==> config.mk <==
export PLATFORM = sky130hd
export DESIGN_NAME = pwm_channel_with_clock_divider
export DESIGN_NICKNAME = d
export VERILOG_FILES = /design/src/rtl/pwmcd_pkg.sv /design/src/rtl/pwmcd_in_stage.sv /design/src/rtl/pwmcd_core.sv /design/src/rtl/pwmcd_out_stage.sv /design/src/rtl/pwm_channel_with_clock_divider.sv
export SDC_FILE = /design/constraint.sdc
export NUM_CORES = 1
export LEC_CHECK = 0
export BUFFER_PORTS_ARGS = -buffer_cell sky130_fd_sc_hd__buf_2
export CORE_ASPECT_RATIO = 0.6
export CORE_MARGIN = 4
export CORE_UTILIZATION = 66
export CTS_CLUSTER_DIAMETER = 200
export CTS_CLUSTER_SIZE = 12
export DETAILED_ROUTE_END_ITERATION = 8
export PLACE_DENSITY = 0.84
export SETUP_SLACK_MARGIN = 0.5
export SYNTH_ARGS = -nofsm -noshare
export SYNTH_HDL_FRONTEND = slang
export SYNTH_HIERARCHICAL = 1
export SYNTH_SLANG_ARGS = --single-unit
==> constraint.sdc <==
create_clock -name clock -period 20.3 [get_ports clock]
set_input_delay 6.09 -clock clock [delete_from_list [all_inputs] [get_ports clock]]
set_output_delay 6.09 -clock clock [all_outputs]
set_load 0.05 [all_outputs]
==> src/rtl/pwmcd_pkg.sv <==
// Package: types and constants of the pwm channel with clock divider.
package pwmcd_pkg;

   localparam int DIVISOR_BITS = 12;
   localparam int DATA_BITS    = 32;
   localparam int INDEX_BITS   = 6;
   localparam int DIV_SHIFT    = 12;
   localparam int CLK_CTL_BITS = 6;
   localparam int PWM_CTL_BITS = 8;

   localparam logic [7:0] CLK_PASSWORD = 8'h5A;

   localparam logic [INDEX_BITS-1:0] CLK_CTL_WORD = 6'd40;
   localparam logic [INDEX_BITS-1:0] CLK_DIV_WORD = 6'd41;
   localparam logic [INDEX_BITS-1:0] PWM_CTL_WORD = 6'd0;
   localparam logic [INDEX_BITS-1:0] PWM_RNG_WORD = 6'd4;
   localparam logic [INDEX_BITS-1:0] PWM_DAT_WORD = 6'd5;

   localparam logic BLK_CLOCK = 1'b0;

   localparam int CLK_EN_BIT   = 4;
   localparam int CLK_KILL_BIT = 5;
   localparam int PWM_EN_BIT   = 0;
   localparam int PWM_MS_BIT   = 7;

   typedef enum logic [1:0] {
      FUNC_TICK  = 2'd0,
      FUNC_WRITE = 2'd1,
      FUNC_READ  = 2'd2,
      FUNC_NONE  = 2'd3
   } func_type;

   typedef struct packed {
      func_type                func;
      logic                    block_sel;
      logic [INDEX_BITS-1:0]   word_index;
      logic [DATA_BITS-1:0]    write_value;
   } item_type;

   typedef struct packed {
      logic [DATA_BITS-1:0] read_value;
      logic                 pwm_level;
   } result_type;

endpackage

==> src/rtl/pwmcd_in_stage.sv <==
// Input register: holds one accepted request beat until the core consumes it.
module pwmcd_in_stage (
   input  logic                              clock,
   input  logic                              reset,
   input  logic                              req_valid,
   output logic                              req_ready,
   input  logic [1:0]                        req_func,
   input  logic                              req_block_sel,
   input  logic [pwmcd_pkg::INDEX_BITS-1:0]  req_word_index,
   input  logic [pwmcd_pkg::DATA_BITS-1:0]   req_write_value,
   input  logic                              advance,
   output logic                              item_valid,
   output pwmcd_pkg::item_type               item
);
   import pwmcd_pkg::*;

   logic     valid_ff;
   logic     valid_in;
   item_type item_ff;
   logic     take;

   assign req_ready = !valid_ff || advance;
   assign take      = req_valid && req_ready;
   assign valid_in  = take ? 1'b1 : (advance ? 1'b0 : valid_ff);

   always_ff @(posedge clock) begin
      if (reset) begin
         valid_ff <= 1'b0;
      end else begin
         valid_ff <= valid_in;
      end
   end

   always_ff @(posedge clock) begin
      if (take) begin
         item_ff.func        <= func_type'(req_func);
         item_ff.block_sel   <= req_block_sel;
         item_ff.word_index  <= req_word_index;
         item_ff.write_value <= req_write_value;
      end
   end

   assign item_valid = valid_ff;
   assign item       = item_ff;

endmodule

==> src/rtl/pwmcd_core.sv <==
// Core: clock manager and pwm registers, prescaler, period counter and read mux.
module pwmcd_core (
   input  logic                   clock,
   input  logic                   reset,
   input  logic                   fire,
   input  pwmcd_pkg::item_type    item,
   output pwmcd_pkg::result_type  result
);
   import pwmcd_pkg::*;

   logic [CLK_CTL_BITS-1:0] clk_ctl_ff, clk_ctl_in;
   logic [DIVISOR_BITS-1:0] clk_div_ff, clk_div_in;
   logic [DIVISOR_BITS-1:0] pre_ff,     pre_in;
   logic [PWM_CTL_BITS-1:0] pwm_ctl_ff, pwm_ctl_in;
   logic [DATA_BITS-1:0]    range_ff,   range_in;
   logic [DATA_BITS-1:0]    duty_ff,    duty_in;
   logic [DATA_BITS-1:0]    count_ff,   count_in;

   logic                    running;
   logic [DIVISOR_BITS-1:0] div_eff;
   logic [DIVISOR_BITS:0]   pre_inc;
   logic [DATA_BITS:0]      count_inc;
   logic                    password_ok;
   logic [DATA_BITS-1:0]    rd_value;

   assign running     = clk_ctl_ff[CLK_EN_BIT] && !clk_ctl_ff[CLK_KILL_BIT];
   assign div_eff     = (clk_div_ff == '0) ? DIVISOR_BITS'(1) : clk_div_ff;
   assign pre_inc     = {1'b0, pre_ff} + (DIVISOR_BITS + 1)'(1);
   assign count_inc   = {1'b0, count_ff} + (DATA_BITS + 1)'(1);
   assign password_ok = (item.write_value[DATA_BITS-1 -: 8] == CLK_PASSWORD);

   always_comb begin
      clk_ctl_in = clk_ctl_ff;
      clk_div_in = clk_div_ff;
      pre_in     = pre_ff;
      pwm_ctl_in = pwm_ctl_ff;
      range_in   = range_ff;
      duty_in    = duty_ff;
      count_in   = count_ff;
      rd_value   = '0;
      if (fire) begin
         case (item.func)
            FUNC_TICK: begin
               if (running) begin
                  if (pre_inc >= {1'b0, div_eff}) begin
                     pre_in = '0;
                     if (!pwm_ctl_ff[PWM_EN_BIT] || range_ff == '0) begin
                        count_in = '0;
                     end else if (count_inc >= {1'b0, range_ff}) begin
                        count_in = '0;
                     end else begin
                        count_in = count_inc[DATA_BITS-1:0];
                     end
                  end else begin
                     pre_in = pre_inc[DIVISOR_BITS-1:0];
                  end
               end
            end
            FUNC_WRITE: begin
               if (item.block_sel == BLK_CLOCK) begin
                  if (password_ok) begin
                     if (item.word_index == CLK_CTL_WORD) begin
                        clk_ctl_in = item.write_value[CLK_CTL_BITS-1:0];
                     end else if (item.word_index == CLK_DIV_WORD) begin
                        clk_div_in = item.write_value[DIV_SHIFT +: DIVISOR_BITS];
                     end
                  end
               end else begin
                  if (item.word_index == PWM_CTL_WORD) begin
                     pwm_ctl_in = item.write_value[PWM_CTL_BITS-1:0];
                  end else if (item.word_index == PWM_RNG_WORD) begin
                     range_in = item.write_value;
                  end else if (item.word_index == PWM_DAT_WORD) begin
                     duty_in = item.write_value;
                  end
               end
            end
            FUNC_READ: begin
               if (item.block_sel == BLK_CLOCK) begin
                  if (item.word_index == CLK_CTL_WORD) begin
                     rd_value = DATA_BITS'(clk_ctl_ff);
                  end else if (item.word_index == CLK_DIV_WORD) begin
                     rd_value = DATA_BITS'(clk_div_ff) << DIV_SHIFT;
                  end
               end else begin
                  if (item.word_index == PWM_CTL_WORD) begin
                     rd_value = DATA_BITS'(pwm_ctl_ff);
                  end else if (item.word_index == PWM_RNG_WORD) begin
                     rd_value = range_ff;
                  end else if (item.word_index == PWM_DAT_WORD) begin
                     rd_value = duty_ff;
                  end
               end
            end
            default: begin
            end
         endcase
      end
   end

   always_ff @(posedge clock) begin
      if (reset) begin
         clk_ctl_ff <= '0;
         clk_div_ff <= '0;
         pre_ff     <= '0;
         pwm_ctl_ff <= '0;
         range_ff   <= '0;
         duty_ff    <= '0;
         count_ff   <= '0;
      end else begin
         clk_ctl_ff <= clk_ctl_in;
         clk_div_ff <= clk_div_in;
         pre_ff     <= pre_in;
         pwm_ctl_ff <= pwm_ctl_in;
         range_ff   <= range_in;
         duty_ff    <= duty_in;
         count_ff   <= count_in;
      end
   end

   // level as seen after this beat's update
   assign result.read_value = rd_value;
   assign result.pwm_level  = pwm_ctl_in[PWM_EN_BIT] && pwm_ctl_in[PWM_MS_BIT]
                              && (range_in != '0) && (count_in < duty_in);

endmodule

==> src/rtl/pwmcd_out_stage.sv <==
// Output register: holds one response beat until the receiver takes it.
module pwmcd_out_stage (
   input  logic                              clock,
   input  logic                              reset,
   input  logic                              load,
   input  pwmcd_pkg::result_type             result,
   output logic                              rsp_valid,
   input  logic                              rsp_ready,
   output logic [pwmcd_pkg::DATA_BITS-1:0]   rsp_read_value,
   output logic                              rsp_pwm_level
);
   import pwmcd_pkg::*;

   logic       valid_ff;
   logic       valid_in;
   result_type data_ff;

   assign valid_in = load ? 1'b1 : (rsp_ready ? 1'b0 : valid_ff);

   always_ff @(posedge clock) begin
      if (reset) begin
         valid_ff <= 1'b0;
      end else begin
         valid_ff <= valid_in;
      end
   end

   always_ff @(posedge clock) begin
      if (load) begin
         data_ff <= result;
      end
   end

   assign rsp_valid      = valid_ff;
   assign rsp_read_value = data_ff.read_value;
   assign rsp_pwm_level  = data_ff.pwm_level;

endmodule

==> src/rtl/pwm_channel_with_clock_divider.sv <==
// Top level: mark-space pwm channel with its clock manager and integer prescaler.
//
// Request channel (req_*): one beat per item, func selects a source-clock tick,
// a register write, a register read or no operation; block_sel and word_index
// address the clock manager (control 40, divisor 41) or the pwm block
// (control 0, range 4, data 5). Clock-manager writes need 0x5A in bits 31:24.
// Response channel (rsp_*): exactly one beat per request, in order, carrying
// the read data (zero for non-reads and unknown offsets) and the pin level
// after the item has taken effect.
// The response passes the input register, then the output register; rsp_valid
// rises when the output register is loaded.
// Throughput: one item per cycle while the receiver takes each response; the
// core updates all state as an item moves from input to output register.
// Reset clears every register but the payload ones: clock stopped, divisor zero,
// channel disabled, range, data and counter zero, both pipeline registers empty.
// When the receiver stalls, the response holds in the output register, the
// input register still takes one further beat, and req_ready then drops until
// the response is taken.
module pwm_channel_with_clock_divider (
   input  logic                              clock,
   input  logic                              reset,
   input  logic                              req_valid,
   output logic                              req_ready,
   input  logic [1:0]                        req_func,
   input  logic                              req_block_sel,
   input  logic [pwmcd_pkg::INDEX_BITS-1:0]  req_word_index,
   input  logic [pwmcd_pkg::DATA_BITS-1:0]   req_write_value,
   output logic                              rsp_valid,
   input  logic                              rsp_ready,
   output logic [pwmcd_pkg::DATA_BITS-1:0]   rsp_read_value,
   output logic                              rsp_pwm_level
);
   import pwmcd_pkg::*;

   logic       item_valid;
   item_type   item;
   result_type result;
   logic       advance;

   assign advance = item_valid && (!rsp_valid || rsp_ready);

   pwmcd_in_stage u_in_stage (
      .clock           (clock),
      .reset           (reset),
      .req_valid       (req_valid),
      .req_ready       (req_ready),
      .req_func        (req_func),
      .req_block_sel   (req_block_sel),
      .req_word_index  (req_word_index),
      .req_write_value (req_write_value),
      .advance         (advance),
      .item_valid      (item_valid),
      .item            (item)
   );

   pwmcd_core u_core (
      .clock  (clock),
      .reset  (reset),
      .fire   (advance),
      .item   (item),
      .result (result)
   );

   pwmcd_out_stage u_out_stage (
      .clock          (clock),
      .reset          (reset),
      .load           (advance),
      .result         (result),
      .rsp_valid      (rsp_valid),
      .rsp_ready      (rsp_ready),
      .rsp_read_value (rsp_read_value),
      .rsp_pwm_level  (rsp_pwm_level)
   );

endmodule

-- Word-level counts from Yosys, hierarchy flattened
Index checks and enable logic that the tools add are counted.
- register bits: 210
- input port bits: 45
- output and inout port bits: 35
- add/sub/neg operators: 2
- order comparisons: 3
- equality and inequality tests: 7
- muxes and demuxes: 33
- bitwise gates (word level): 2
- reductions and logical operators: 24
- operator list (cell ; count):
    32-bit two-way mux ; 22
    32-bit by 1-bit adder with 33-bit output, second input constant ; 1
    33-bit by 32-bit greater-or-equal comparator with 1-bit output ; 1
    32-bit zero test ; 1
    32-bit less-than comparator ; 1
    8-bit two-way mux ; 4
    32-bit nonzero test ; 1
    12-bit two-way mux ; 2
    24-bit two-way mux ; 1
    12-bit by 1-bit adder with 13-bit output, second input constant ; 1
    13-bit by 12-bit greater-or-equal comparator with 1-bit output ; 1
    6-bit by 3-bit == test with 1-bit output, second input constant ; 2
    6-bit == test, second input constant ; 2
    12-bit zero test ; 1
    8-bit by 7-bit == test with 1-bit output, second input constant ; 1
    1-bit logical AND ; 6
    6-bit zero test ; 1
    6-bit AND reduction ; 1
    5-bit AND reduction ; 1
    1-bit zero test ; 4
    1-bit two-way mux ; 4
    4-bit AND reduction ; 1
    2-bit nonzero test ; 2
    1-bit logical OR ; 3
    5 further kinds ; 6

-- Logic depth before layout (Yosys ltp)
- depth after elaboration: 10
- mapped depth: 26
- depth with buffers taken out: 24

-- Hierarchy
The synthesis kept the hierarchy.
- by module, submodules not included (module ; times used ; cells each ; area an instance (um2)):
    pwmcd_core ; 1 ; 1168 ; 9157.5
    pwmcd_in_stage ; 1 ; 46 ; 1286.2
    pwmcd_out_stage ; 1 ; 37 ; 1029.7
    pwm_channel_with_clock_divider ; 1 ; 2 ; 11.3

-- Least setup slack after synthesis
No wires, ideal clock.
- path kind: in2out
- from: input rsp_ready
- to: output req_ready
- data arrival time: 8.415 ns
- data required time: 14.210 ns
- path slack: 5.795 ns
- stages: 3
- cell sequence: inv_1 a21boi_1 nand2b_4
- cells in the longest elaborated chain, start to end: 3
- RTL lines (what ; line ; RTL):
    from (decl) ; pwm_channel_with_clock_divider.sv:29 ; input logic rsp_ready,
    1-bit logical OR ; pwm_channel_with_clock_divider.sv:40 ; assign advance = item_valid && (!rsp_valid || rsp_ready);
    1-bit logical AND ; pwm_channel_with_clock_divider.sv:40 ;
    named net advance ; pwm_channel_with_clock_divider.sv:38 ; logic advance;
    1-bit logical OR ; pwmcd_in_stage.sv:22 ; assign req_ready = !valid_ff || advance;
    to (decl) ; pwm_channel_with_clock_divider.sv:23 ; output logic req_ready,
The timed path passes the listed nets, and every way through them passes these cells.

-- Final worst setup path
Ends and elaborated chain as after synthesis.

==> reports/results.ini <==
[logic_synthesis]
synth_nets = 1375
yosysWarningCount = 6
ys_ff_latch = 210
ys_async_sr_fraction_pct = 0
postSynthAreaPerCell_sq_um = 9.166
ys_types = 81
syn_inst = 1253
synth_flop_cell = dfxtp_1
synth_edf_count = 74
ys_seq_area_share_pct = 43.05
mappedNetlistArea_sq_mm = 0.01148

[layout]
syn2layout_area_growth_pct = 9.108
n_antenna_cell = 0
nNetsFinal = 1417
drive_above_1_share_pct = 11.47
layout_commonest_cell = nand2_1
design_area_sq_mm = 0.01253
fillerInstances = 1279
layout_common_cells = 150 x nand2_1, 136 x dfxtp_1, 131 x nor2_1
multi_input_area_sq_mm = 0.006003
regArea_sq_mm = 0.004945

[placed_design]
placed_area_sq_mm = 0.01194
dpl.hpwl_um = 23000
pre_cts_ws_ns = 6.872
portBuffers = 79
place.gp.congestion = 0.9781

[clock_network]
cts_setup_buffers = 0
insertion_delay_ns = 0.51
cts_max_level = 1
cts_hold_buf = 0
clk_path_buf_depth = 3
cts_buffers = 21
postCtsResizedCells = 0
cts_tree = yes
clkTransAtPathRegs_ns = 0.06
cts_sinks = 210
cts_root_buf = clkbuf_16

[die]
die_h_um = 110.2
dieArea_sq_mm = 0.01965
initial_core_util_pct = 67.23
placementRows = 37
core-area_sq_mm = 0.01708
ios = 80
die_w_um = 178.3

[sta]
max_freq_mhz = 74.63
period_share_pct = 66.00
fin_setup_tns_ns = 0
fin_crit_ns = 13.40
rsz0062_at_grt = no
clock_skew_ns = 0.02074
setup_ws_ns = 6.901
timing.final.hold_violations = 0
relSlewSlack_pct = 21.23
setup_viol = 0
drv_slew = 0
worstMarginPinSlew_ns = 1.180

[critical_path]
worst_ep_arrival_time_ns = 7.31
cp_slowest_cell = buf_4
critPathLaunchType = primary input
cp_cell_sequence = buf_2 -> inv_1 -> a21boi_4 -> buf_4 -> nand2b_4 -> buf_2
worst_path_largest_cell_delay_ns = 0.43
cp.required_ns = 14.21
cp_top_family = buffers and inverters
cp.buffers_inverters = 4
critPathMaxFanout = 38
endpoint_kind = output pin
cpMostUsedCell = buf_2
crit_type = primary input to output pin

[global_routing]
antenna_found_initial = 1
grt_pass1_wl_um = 49970
grt-ovfl-total = 0
grt_max_degree = 67
grt_pass1_vias = 9340
grt_usage_pct = 32.42

[drt]
drt-vias-per-instance = 6.431
drc_errors = 0
drtPass1Iterations = 6
totalWireLength_um = 31800
ant_nets = 0
drtIter0Drc = 1475
wl_per_cell_um = 20.63
vias = 9916

[pwr]
ir_drop_v = 0.00006948
p_per_area_mw_per_mm2 = 67.35
power_leakage_nw = 4.898

[run]
max_cap_violations = 0

[outcome]
status = finished, final reports clean

[hold_path]
hp-class = flip-flop to flip-flop

where the power goes:
group          internal [mW]  total [mW]  switching, mW
Clock                  0.194       0.352          0.159
Combinational        0.00858      0.0359         0.0273
Sequential             0.445       0.456         0.0105
worst register-to-register path: cells and delay by family (launching register included):
family	cells	cell delay, ns
flip-flops	1	0.55
XOR/XNOR	1	0.22
AO/OA/AOI/OAI	8	1.92
AND/OR/NAND/NOR	10	3.51
buffers and inverters	1	0.09
adder cells (fa/ha/maj)	3	0.95
cells by family after synthesis:
logic type	synth area share (%)
buffers and inverters	4.979
DFF	43.05
xor gates and xnor gates	3.050
adders and majority gates	8.389
and+or+nand+nor	21.07
muxes	5.927
AOI/OAI and AO/OA	13.53
flip-flops by register name, indices dropped and copies added (netlist names):
signal	count
u_out_stage/rsp_valid	1
u_in_stage/item	41
u_core/count_ff	32
u_out_stage/rsp_read_value	32
u_out_stage/rsp_pwm_level	1
u_core/duty_ff	32
u_core/clk_ctl_ff	6
u_core/clk_div_ff	12
u_core/pwm_ctl_ff	8
u_core/range_ff	32
u_core/pre_ff	12
u_in_stage/item_valid	1
per-stage QoR:
step / power [mW] / utilization [%] / std cells / hold WS [ns]
2_1_floorplan: 0.4843 / - / 1253 / 0.4520
5_1_grt: 0.8671 / 73.35 / 1542 / 0.5170
3_3_place_gp: 0.4993 / 69.89 / 1506 / 0.4663
3_5_place_dp: 0.5002 / 69.89 / 1506 / 0.4809
4_1_cts: 0.8451 / 73.35 / 1542 / 0.4936
6_report: 0.8439 / 73.35 / 1542 / 0.4885
Yosys cell counts (all sizes together), types with 4 or more instances:
cell      n  area, sq um
inv      60        225.2
o21ai    45        229.0
nor2    132        495.5
xor2     19        166.4
o31ai    15        156.4
a21o     13        97.59
xnor2    21        183.9
nor3     23        126.4
nand2b    5        38.78
nor3b     6        56.31
a211oi    5        37.54
ha       77        963.4
nor2b     9        56.30
o21a      4        30.03
buf      23        158.9
or2       9        56.30
nand2   151        569.3
and2     15        96.34
clkbuf   46        177.7
a22oi    30        225.2
nand3b    6        45.04
and3     19        130.1
a31oi     9        71.32
a22o     10        87.58
edfxtp   74         2222
nand3    45        242.7
or4       5        48.79
mux2i    68        680.7
nor4     29        202.7
nand4    26        177.7
dfxtp   136         2723
a21oi    88        447.9
area by class of cell:
cell class,instances,area share (%)
tap,234,2.336
clock inverter,2,0.1398
multi-input combinational,913,47.91
timing repair buffer,89,3.774
clock buffer,34,4.583
sequential,210,39.46
inverter,60,1.797
final timing paths:
check	start	to	slack (ns)	cells after the start
setup / recovery	rsp_ready	req_ready	6.90	6
hold / removal	u_core/clk_ctl_ff[3]	u_core/clk_ctl_ff[3]	0.49	2
setup reg to reg	u_core/count_ff[0]	u_out_stage/rsp_pwm_level	12.89	23
hold reg to reg	u_core/clk_ctl_ff[3]	u_core/clk_ctl_ff[3]	0.49	2
layer usage:
metal	track usage, %	share of wire [%]	up-vias
met5	0	0.022	-
met4	8.155	2.3	2
met3	8.930	13	65
met2	49.53	42	579
met1	46.12	43	4699
li1	-	-	4571
No activity file was read; power rests on OpenSTA's default activity.
